==> config.mk <==
export PLATFORM = sky130hd
export DESIGN_NAME = drum_step_sequencer_top
export DESIGN_NICKNAME = d
export VERILOG_FILES = /design/src/dss_pkg.sv /design/src/dss_front.sv /design/src/dss_queue.sv /design/src/dss_div.sv /design/src/dss_back.sv /design/src/drum_step_sequencer_top.sv
export SDC_FILE = /design/constraint.sdc
export NUM_CORES = 2
export LEC_CHECK = 0
export BUFFER_PORTS_ARGS = -buffer_cell sky130_fd_sc_hd__buf_4
export CORE_ASPECT_RATIO = 0.6
export CORE_MARGIN = 8
export CORE_UTILIZATION = 63
export DETAILED_ROUTE_END_ITERATION = 12
export PLACE_DENSITY = 0.81
export SETUP_SLACK_MARGIN = 0.1
export SLEW_MARGIN = 20
export SYNTH_ARGS = -nofsm -noshare
export SYNTH_HDL_FRONTEND = slang
export SYNTH_HIERARCHICAL = 1
export SYNTH_SLANG_ARGS = --single-unit
==> constraint.sdc <==
create_clock -name clk -period 14 [get_ports clk]
set_input_delay 0 -clock clk [delete_from_list [all_inputs] [get_ports clk]]
set_output_delay 0 -clock clk [all_outputs]
set_load 0.05 [all_outputs]
==> src/dss_pkg.sv <==
`timescale 1ns / 1ps
`default_nettype none
// ----------------------------------------------------------------------------
// dss_pkg
// Shared types and constants of the drum step sequencer.
// ----------------------------------------------------------------------------
package dss_pkg;

	localparam logic [7:0]  MARKER_VALID = 8'h69;
	localparam logic [7:0]  TEMPO_RESET  = 8'd64;
	localparam logic [15:0] NOISE_SEED   = 16'd31337;
	localparam logic [8:0]  STEP_SCALE   = 9'd256;
	localparam logic [3:0]  DIV_STEPS    = 4'd9;

	localparam int QDEPTH = 2;
	localparam int QPTR_W = 1;

	// one classified input item
	typedef struct packed {
		logic       is_cmd;
		logic       marker_ok;
		logic [7:0] pattern;
		logic [7:0] tempo;
	} item_t;

	// one result item
	typedef struct packed {
		logic [7:0] step_number;
		logic       tom_on;
		logic       hat_on;
		logic       snare_on;
		logic       bass_on;
		logic       noise_out;
		logic       bar_marker;
		logic       step_began;
		logic       store_cleared;
	} result_t;

endpackage
`default_nettype wire

==> src/dss_front.sv <==
`timescale 1ns / 1ps
`default_nettype none
// ----------------------------------------------------------------------------
// dss_front
// Input stage: registers an item and tags it as tick or command.
// ----------------------------------------------------------------------------
module dss_front (
	input  wire logic          clk,
	input  wire logic          arst_n,
	input  wire logic          in_valid,
	output logic               in_ready,
	input  wire logic          action,
	input  wire logic [7:0]    cmd_marker,
	input  wire logic [7:0]    cmd_pattern,
	input  wire logic [7:0]    cmd_tempo,
	output logic               push_valid,
	output dss_pkg::item_t     push_item,
	input  wire logic          push_ready
);

	logic           valid_s1;
	dss_pkg::item_t item_s1;

	assign in_ready   = !valid_s1 || push_ready;
	assign push_valid = valid_s1;
	assign push_item  = item_s1;

	always_ff @(posedge clk or negedge arst_n) begin
		if (!arst_n) begin
			valid_s1 <= 1'b0;
		end else if (in_ready) begin
			valid_s1 <= in_valid;
		end
	end

	always_ff @(posedge clk) begin
		if (in_ready && in_valid) begin
			item_s1.is_cmd    <= action;
			item_s1.marker_ok <= (cmd_marker == dss_pkg::MARKER_VALID);
			item_s1.pattern   <= cmd_pattern;
			item_s1.tempo     <= cmd_tempo;
		end
	end

endmodule
`default_nettype wire

==> src/dss_queue.sv <==
`timescale 1ns / 1ps
`default_nettype none
// ----------------------------------------------------------------------------
// dss_queue
// Two-entry item queue between the front and the back.
// ----------------------------------------------------------------------------
module dss_queue (
	input  wire logic          clk,
	input  wire logic          arst_n,
	input  wire logic          push_valid,
	input  wire dss_pkg::item_t push_item,
	output logic               push_ready,
	output logic               pop_valid,
	output dss_pkg::item_t     pop_item,
	input  wire logic          pop
);

	dss_pkg::item_t                entry_q [dss_pkg::QDEPTH];
	logic [dss_pkg::QPTR_W-1:0]    wr_ptr_q;
	logic [dss_pkg::QPTR_W-1:0]    rd_ptr_q;
	logic [dss_pkg::QPTR_W:0]      count_q;
	logic                          do_push;
	logic                          do_pop;

	assign push_ready = (count_q != (dss_pkg::QPTR_W+1)'(dss_pkg::QDEPTH));
	assign pop_valid  = (count_q != '0);
	assign pop_item   = entry_q[rd_ptr_q];
	assign do_push    = push_valid && push_ready;
	assign do_pop     = pop && pop_valid;

	always_ff @(posedge clk or negedge arst_n) begin
		if (!arst_n) begin
			wr_ptr_q <= '0;
			rd_ptr_q <= '0;
			count_q  <= '0;
		end else begin
			if (do_push) wr_ptr_q <= wr_ptr_q + 1'b1;
			if (do_pop)  rd_ptr_q <= rd_ptr_q + 1'b1;
			if (do_push && !do_pop)      count_q <= count_q + 1'b1;
			else if (!do_push && do_pop) count_q <= count_q - 1'b1;
		end
	end

	always_ff @(posedge clk) begin
		if (do_push) entry_q[wr_ptr_q] <= push_item;
	end

endmodule
`default_nettype wire

==> src/dss_div.sv <==
`timescale 1ns / 1ps
`default_nettype none
// ----------------------------------------------------------------------------
// dss_div
// Restoring divider: step length = 256 / tempo, one quotient bit a cycle.
// ----------------------------------------------------------------------------
module dss_div (
	input  wire logic       clk,
	input  wire logic       arst_n,
	input  wire logic       start,
	input  wire logic [7:0] tempo,
	output logic            done,
	output logic [8:0]      quotient
);

	logic [7:0] dvs_q;
	logic [7:0] rem_q;
	logic [8:0] acc_q;
	logic [3:0] cnt_q;
	logic       busy_q;
	logic       done_q;
	logic [8:0] trial;
	logic       qbit;

	assign trial    = {rem_q, acc_q[8]};
	assign qbit     = (trial >= {1'b0, dvs_q});
	assign done     = done_q;
	assign quotient = acc_q;

	always_ff @(posedge clk or negedge arst_n) begin
		if (!arst_n) begin
			busy_q <= 1'b0;
			done_q <= 1'b0;
			cnt_q  <= '0;
		end else begin
			done_q <= 1'b0;
			if (start) begin
				busy_q <= 1'b1;
				cnt_q  <= dss_pkg::DIV_STEPS;
			end else if (busy_q) begin
				cnt_q <= cnt_q - 1'b1;
				if (cnt_q == 4'd1) begin
					busy_q <= 1'b0;
					done_q <= 1'b1;
				end
			end
		end
	end

	always_ff @(posedge clk) begin
		if (start) begin
			// tempo 0 counts as 1
			dvs_q <= (tempo == 8'd0) ? 8'd1 : tempo;
			rem_q <= '0;
			acc_q <= dss_pkg::STEP_SCALE;
		end else if (busy_q) begin
			rem_q <= qbit ? 8'(trial - {1'b0, dvs_q}) : trial[7:0];
			acc_q <= {acc_q[7:0], qbit};
		end
	end

endmodule
`default_nettype wire

==> src/dss_back.sv <==
`timescale 1ns / 1ps
`default_nettype none
// ----------------------------------------------------------------------------
// dss_back
// Sequencer engine: pattern store, step timing, noise LFSR, result register.
// ----------------------------------------------------------------------------
module dss_back #(
	parameter int STEP_COUNT = 256
) (
	input  wire logic           clk,
	input  wire logic           arst_n,
	input  wire logic           pop_valid,
	input  wire dss_pkg::item_t pop_item,
	output logic                pop,
	output logic                out_valid,
	input  wire logic           out_ready,
	output dss_pkg::result_t    result
);

	localparam int STEP_W = $clog2(STEP_COUNT);
	localparam logic [STEP_W-1:0] LAST_STEP = STEP_W'(STEP_COUNT - 1);

	typedef enum logic [1:0] {ST_SWEEP, ST_IDLE, ST_READ, ST_DIV} state_t;

	state_t            state_q;
	logic [7:0]        store_q [STEP_COUNT];
	logic [7:0]        rd_q;
	logic [STEP_W-1:0] cur_q;
	logic [STEP_W-1:0] sweep_q;
	logic [7:0]        tempo_q;
	logic              pend_ok_q;
	logic [7:0]        pend_pat_q;
	logic [7:0]        pend_tempo_q;
	logic [7:0]        ticks_q;
	logic [15:0]       lfsr_q;
	logic [3:0]        drum_q;
	logic              noise_q;
	logic              cleared_q;
	logic              out_valid_q;
	dss_pkg::result_t  res_q;

	logic              start;
	logic              fb;
	logic              fill;
	logic [7:0]        pat;
	logic              clr;
	logic [7:0]        tempo_new;
	logic              div_done;
	logic [8:0]        div_quo;
	logic              div_start;
	logic              wr_en;
	logic [STEP_W-1:0] wr_addr;
	logic [7:0]        wr_data;
	logic [STEP_W+7:0] cur_ext;

	function automatic logic [STEP_W-1:0] next_step(input logic [STEP_W-1:0] s);
		return (s == LAST_STEP) ? '0 : s + 1'b1;
	endfunction

	assign start     = (state_q == ST_IDLE) && pop_valid && (!out_valid_q || out_ready);
	assign pop       = start;
	assign fb        = lfsr_q[0] ^ lfsr_q[2] ^ lfsr_q[3] ^ lfsr_q[5];
	assign fill      = pend_ok_q && (rd_q == 8'd0);
	assign pat       = fill ? pend_pat_q : rd_q;
	assign clr       = pat[0];
	assign div_start = (state_q == ST_READ);
	assign cur_ext   = {8'd0, cur_q};
	assign out_valid = out_valid_q;
	assign result    = res_q;

	always_comb begin
		tempo_new = tempo_q;
		if (fill && pend_tempo_q != 8'd0) tempo_new = {pend_tempo_q[6:0], 1'b0};
		if (clr) tempo_new = dss_pkg::TEMPO_RESET;
	end

	always_comb begin
		wr_en   = 1'b0;
		wr_addr = cur_q;
		wr_data = pend_pat_q;
		if (state_q == ST_SWEEP) begin
			wr_en   = 1'b1;
			wr_addr = sweep_q;
			wr_data = 8'd0;
		end else if (state_q == ST_READ && fill) begin
			wr_en = 1'b1;
		end
	end

	dss_div u_div (
		.clk      (clk),
		.arst_n   (arst_n),
		.start    (div_start),
		.tempo    (tempo_new),
		.done     (div_done),
		.quotient (div_quo)
	);

	// pattern store, registered read
	always_ff @(posedge clk) begin
		if (wr_en) store_q[wr_addr] <= wr_data;
		rd_q <= store_q[cur_q];
	end

	always_ff @(posedge clk or negedge arst_n) begin
		if (!arst_n) begin
			state_q      <= ST_SWEEP;
			sweep_q      <= '0;
			cur_q        <= '0;
			tempo_q      <= dss_pkg::TEMPO_RESET;
			pend_ok_q    <= 1'b0;
			pend_pat_q   <= '0;
			pend_tempo_q <= '0;
			ticks_q      <= '0;
			lfsr_q       <= dss_pkg::NOISE_SEED;
			drum_q       <= '0;
			noise_q      <= 1'b0;
			cleared_q    <= 1'b0;
			out_valid_q  <= 1'b0;
		end else begin
			if (out_ready) out_valid_q <= 1'b0;
			unique case (state_q)
				ST_SWEEP: begin
					sweep_q <= next_step(sweep_q);
					if (sweep_q == LAST_STEP) state_q <= ST_IDLE;
				end
				ST_IDLE: begin
					if (start) begin
						if (pop_item.is_cmd) begin
							pend_ok_q    <= pop_item.marker_ok;
							pend_pat_q   <= pop_item.pattern;
							pend_tempo_q <= pop_item.tempo;
							out_valid_q  <= 1'b1;
						end else begin
							lfsr_q  <= {fb, lfsr_q[15:1]};
							noise_q <= fb;
							if (ticks_q != 8'd0) begin
								ticks_q     <= ticks_q - 1'b1;
								out_valid_q <= 1'b1;
								if (ticks_q == 8'd1) cur_q <= next_step(cur_q);
							end else begin
								state_q <= ST_READ;
							end
						end
					end
				end
				ST_READ: begin
					pend_ok_q    <= 1'b0;
					pend_pat_q   <= '0;
					pend_tempo_q <= '0;
					tempo_q      <= tempo_new;
					cleared_q    <= clr;
					drum_q       <= clr ? 4'd0 : {pat[5], pat[4], pat[3], pat[1]};
					if (clr) cur_q <= next_step(cur_q);
					state_q <= ST_DIV;
				end
				ST_DIV: begin
					if (div_done) begin
						ticks_q     <= 8'(div_quo - 9'd1);
						out_valid_q <= 1'b1;
						if (div_quo == 9'd1) cur_q <= next_step(cur_q);
						sweep_q <= '0;
						state_q <= cleared_q ? ST_SWEEP : ST_IDLE;
					end
				end
				default: state_q <= ST_IDLE;
			endcase
		end
	end

	// result register: loaded in the cycle an item finishes
	always_ff @(posedge clk) begin
		if (state_q == ST_IDLE && start) begin
			res_q.step_number   <= cur_ext[7:0];
			res_q.bar_marker    <= (cur_q == '0);
			res_q.tom_on        <= drum_q[0];
			res_q.hat_on        <= drum_q[1];
			res_q.snare_on      <= drum_q[2];
			res_q.bass_on       <= drum_q[3];
			res_q.noise_out     <= pop_item.is_cmd ? noise_q : fb;
			res_q.step_began    <= 1'b0;
			res_q.store_cleared <= 1'b0;
		end else if (state_q == ST_DIV && div_done) begin
			res_q.step_number   <= cur_ext[7:0];
			res_q.bar_marker    <= (cur_q == '0);
			res_q.tom_on        <= drum_q[0];
			res_q.hat_on        <= drum_q[1];
			res_q.snare_on      <= drum_q[2];
			res_q.bass_on       <= drum_q[3];
			res_q.noise_out     <= noise_q;
			res_q.step_began    <= 1'b1;
			res_q.store_cleared <= cleared_q;
		end
	end

endmodule
`default_nettype wire

==> src/drum_step_sequencer_top.sv <==
`timescale 1ns / 1ps
`default_nettype none
// ----------------------------------------------------------------------------
// drum_step_sequencer_top
// Drum step sequencer: pattern store played step by step on timer ticks.
// ----------------------------------------------------------------------------
// Every input item (a timer tick or a three-byte command) gives exactly one
// result item. A command, or a tick inside a running step, passes from
// input to result through the input register, the queue and the engine.
// A tick that starts a step reads the pattern store (one registered read)
// and then runs the step length 256/tempo through a bit-serial divider.
// A step whose pattern has bit 0 set wipes the store: its result comes out
// first, then a clearing pass over all STEP_COUNT entries, one entry a
// cycle, holds the engine. The same pass runs after reset before the first
// item is carried out; items are taken into the queue meanwhile.
// ----------------------------------------------------------------------------
module drum_step_sequencer_top #(
	parameter int STEP_COUNT = 256
) (
	input  wire logic       clk,
	input  wire logic       arst_n,
	// input channel
	input  wire logic       in_valid,
	output logic            in_ready,
	input  wire logic       action,
	input  wire logic [7:0] cmd_marker,
	input  wire logic [7:0] cmd_pattern,
	input  wire logic [7:0] cmd_tempo,
	// result channel
	output logic            out_valid,
	input  wire logic       out_ready,
	output logic [7:0]      step_number,
	output logic            tom_on,
	output logic            hat_on,
	output logic            snare_on,
	output logic            bass_on,
	output logic            noise_out,
	output logic            bar_marker,
	output logic            step_began,
	output logic            store_cleared
);

	logic             push_valid;
	logic             push_ready;
	dss_pkg::item_t   push_item;
	logic             pop_valid;
	logic             pop;
	dss_pkg::item_t   pop_item;
	dss_pkg::result_t result;

	// front: register and tag each item
	dss_front u_front (
		.clk         (clk),
		.arst_n      (arst_n),
		.in_valid    (in_valid),
		.in_ready    (in_ready),
		.action      (action),
		.cmd_marker  (cmd_marker),
		.cmd_pattern (cmd_pattern),
		.cmd_tempo   (cmd_tempo),
		.push_valid  (push_valid),
		.push_item   (push_item),
		.push_ready  (push_ready)
	);

	// queue: lets the front keep taking items during a long step start or sweep
	dss_queue u_queue (
		.clk        (clk),
		.arst_n     (arst_n),
		.push_valid (push_valid),
		.push_item  (push_item),
		.push_ready (push_ready),
		.pop_valid  (pop_valid),
		.pop_item   (pop_item),
		.pop        (pop)
	);

	// back: the sequencer itself
	dss_back #(
		.STEP_COUNT (STEP_COUNT)
	) u_back (
		.clk       (clk),
		.arst_n    (arst_n),
		.pop_valid (pop_valid),
		.pop_item  (pop_item),
		.pop       (pop),
		.out_valid (out_valid),
		.out_ready (out_ready),
		.result    (result)
	);

	assign step_number   = result.step_number;
	assign tom_on        = result.tom_on;
	assign hat_on        = result.hat_on;
	assign snare_on      = result.snare_on;
	assign bass_on       = result.bass_on;
	assign noise_out     = result.noise_out;
	assign bar_marker    = result.bar_marker;
	assign step_began    = result.step_began;
	assign store_cleared = result.store_cleared;

endmodule
`default_nettype wire

==> results_dict.tcl <==
set metrics [dict create \
    hold_ws_ps 110 \
    synth_area_leader_cell "edfxtp_1" \
    crit_buf_inv 2 \
    finalMaxSlewViolations 0 \
    dieWidth_um 496 \
    run_status "complete, no violations" \
    cts_made_buffers 182 \
    yosys_warnings 6 \
    hold_violations 0 \
    tritoncts "built" \
    drtPass1Iterations 6 \
    synth_top_area_share 0.733 \
    wl_per_cell_um 36.0 \
    cts_buffer_depth 3 \
    syn_to_final_growth_pct 10.0 \
    relSlewSlack 0.169 \
    viasPerCell 7.41 \
    r2r_end "u_back/rd_q[3]" \
    worstHoldStart "out_ready" \
    dr.first_iter.drc_count 8408 \
    dpl-instance-area_um2 89200 \
    tightest_slew_ps 1240 \
    ys_seq_area_frac 0.763 \
    ant_nets 0 \
    powerDensity_nw_per_um2 208 \
    grt_max_degree 257 \
    fin_setup_tns_ps 0 \
    fp.dieH_um 304 \
    routed_wl_mm 229 \
    max_stage_delay_ps 1090 \
    crit_family "simple AND/OR/NAND/NOR gates" \
    worstPathRequired_ps 14700 \
    power.internal_mw 13.3 \
    leakage_nw 30.3 \
    sequentialPowerShare 0.432 \
    start_util 0.636 \
    antenna_found_initial 9 \
    worstSetupStartpointType "flop" \
    syn_inst 4287 \
    io_pins 47 \
    yosysMostFrequentCell "edfxtp_1" \
    netlist_top_cells_count "edfxtp_1 (2124), mux4_2 (511), nor2_1 (320), a22oi_1 (229), clkbuf_1 (139)" \
    min_delay_path_depth 4 \
    coreArea_um2 137000 \
    synth_cell_types 78 \
    fin_crit_ps 5910 \
    worstPathMaxFanout 98 \
    postCtsResizedCells 0 \
    synthTopCellsByArea "edfxtp_1 (73%), mux4_2 (13%), dfrtp_1 (2.2%)" \
    clock_latency_ps 820 \
    clock-sinks 2236 \
    slowest_stage "dfrtp_4" \
    route.detailed.drc 0 \
    htreeDepth 4 \
    setup_violations 0 \
    reg2reg_slack_ps 8090 \
    vias 47100 \
    p_clk_frac 0.263 \
    gp_congestion 0.838 \
    swShare 0.333 \
    finClkSkew_ps 33.7 \
    synth-seq-cells 2236 \
    synth.cell_area_um2 87100 \
    synth_nets 4340 \
    critPathMostFrequentCell "buf_12" \
    port_buffers 46 \
    grtUsageTotal 0.298 \
    cp-end-kind "flop" \
    avgSynthCellArea_um2 20.3 \
    ff2ff_path_depth 8 \
    hold_class "in -> reg" \
    postCtsSetupBuffers 0 \
    floorplan.rows 105 \
    synth_edf_count 2124 \
    rr_startpoint "u_back/cur_q[0]" \
    crit_type "reg -> reg" \
    pwr-share-comb 0.305 \
    critical_path_arrival_ps 6600 \
    synth_async_sr_flop_share 0.0380 \
    fin_area_um2 95800 \
    drive_above_1_share 0.223 \
    grt-ovfl-total 0 \
    grt_pass1_vias 45400 \
    clk_pin_slew_ps 70 \
    holdPathEnd "u_back/out_valid" \
    hpwl_mm 124 \
    period_share 0.422 \
    ys.flop_type "edfxtp_1" \
    p_switching_mw 6.63 \
    root_buffer "clkbuf_16" \
    grt_pass1_wl_mm 325 \
    hold_buffers 43 \
    fmax_ghz 0.169 \
    die_area_um2 151000 \
    rsz0062_at_grt "no" \
    fin_nets 4430 \
    ir_drop_mv 0.246 \
    crit_chain "buf_12, buf_12, mux4_2, a22oi_1, a21oi_1, nor4_1, o22ai_1, or2_1" \
    drv_cap 0 \
    cp.depth 8 \
]
## cell type report
class                      count  area (µm²)
clock buffer                 232        5000
multi-input combinational   1756       19300
fill                        7626       41100
inverter                      33         124
clock inverter               107         982
timing repair buffer         168        1590
sequential                  2236       66500
tap                         1819        2280
antenna                       10        25.0
## placed cells by master (no fill, tap or decap), drive strengths merged, types with 20 or more instances in the layout
cell	n
a21oi	135
nand3	41
nor2	320
o22ai	27
edfxtp	2124
mux2i	33
dlygate4sd3	42
dfxtp	27
a22oi	229
mux2	49
ha	23
buf	126
dfrtp	75
clkbuf	232
and2	20
a22o	20
mux4	511
o21ai	36
clkinv	74
inv	43
nand2	92
nor4	36
## worst max path at each step
stage | startpoint | end | slack (ps)
3_5_place_dp | u_back/cur_q[0] | u_back/rd_q[3] | 8330
3_3_place_gp | u_back/cur_q[0] | u_back/rd_q[4] | 8070
6_report | u_back/cur_q[0] | u_back/rd_q[3] | 8090
5_1_grt | u_back/cur_q[0] | u_back/rd_q[3] | 7890
4_1_cts | u_back/cur_q[0] | u_back/rd_q[0] | 8170
2_1_floorplan | u_back/state_q[0] | u_back/store_q[0][2] | 5060
## power by group through the flow
stage / clock, mW / combinational [mW] / sequential [mW]
floorplan: 0 / 3.85 / 8.87
global placement: 0 / 5.59 / 8.71
detailed placement: 0 / 5.73 / 8.73
global route: 5.49 / 6.28 / 8.62
finish: 5.23 / 6.07 / 8.60
CTS: 5.21 / 5.84 / 8.59
## state kept, by name, indices dropped and copies added, names as in the netlist, 9 cells and up
name                   flops
u_back/store_q          2048
u_queue/entry_q           36
u_front/push_item         18
u_back/lfsr_q             16
u_back/result             16
u_back/u_div/quotient      9
## layer usage
| metal | up-vias | wire (µm) | global-route usage |
|---|---|---|---|
| met3 | 662 | 37400 | 0.107 |
| li1 | 17800 | - | - |
| met5 | - | 45 | 0 |
| met2 | 4506 | 101000 | 0.429 |
| met4 | 6 | 8590 | 0.0984 |
| met1 | 24100 | 82000 | 0.432 |
## cells by family (layout without fill, tap and decap cells)
family | after synthesis | after routing | synth area share
flip-flops | 2236 | 2236 | 0.763
AND/OR/NAND/NOR | 604 | 604 | 0.0318
multiplexers | 593 | 593 | 0.143
AO/OA/AOI/OAI | 511 | 511 | 0.0397
buffers and inverters | 295 | 540 | 0.0164
adder cells (fa/ha/maj) | 24 | 24 | 0.00354
XOR/XNOR | 24 | 24 | 0.00241
other | 0 | 10 | 0
## worst reg2reg max path: stages, from the launching register on
cell     delay, ps
dfrtp_4       1090
buf_12         710
buf_12         680
mux4_2         840
a22oi_1        430
a21oi_1        200
nor4_1         970
o22ai_1        530
or2_1          340
## through the flow
stage	util	setup WS [ps]	power (mW)	cells
floorplan	-	5060	12.7	4287
global placement	0.651	8070	14.3	5964
detailed placement	0.651	8330	14.5	5964
CTS	0.698	8170	19.6	6346
global route	0.699	7890	20.4	6353
finish	0.700	8090	19.9	6361
(Power assumes the default switching activity.)
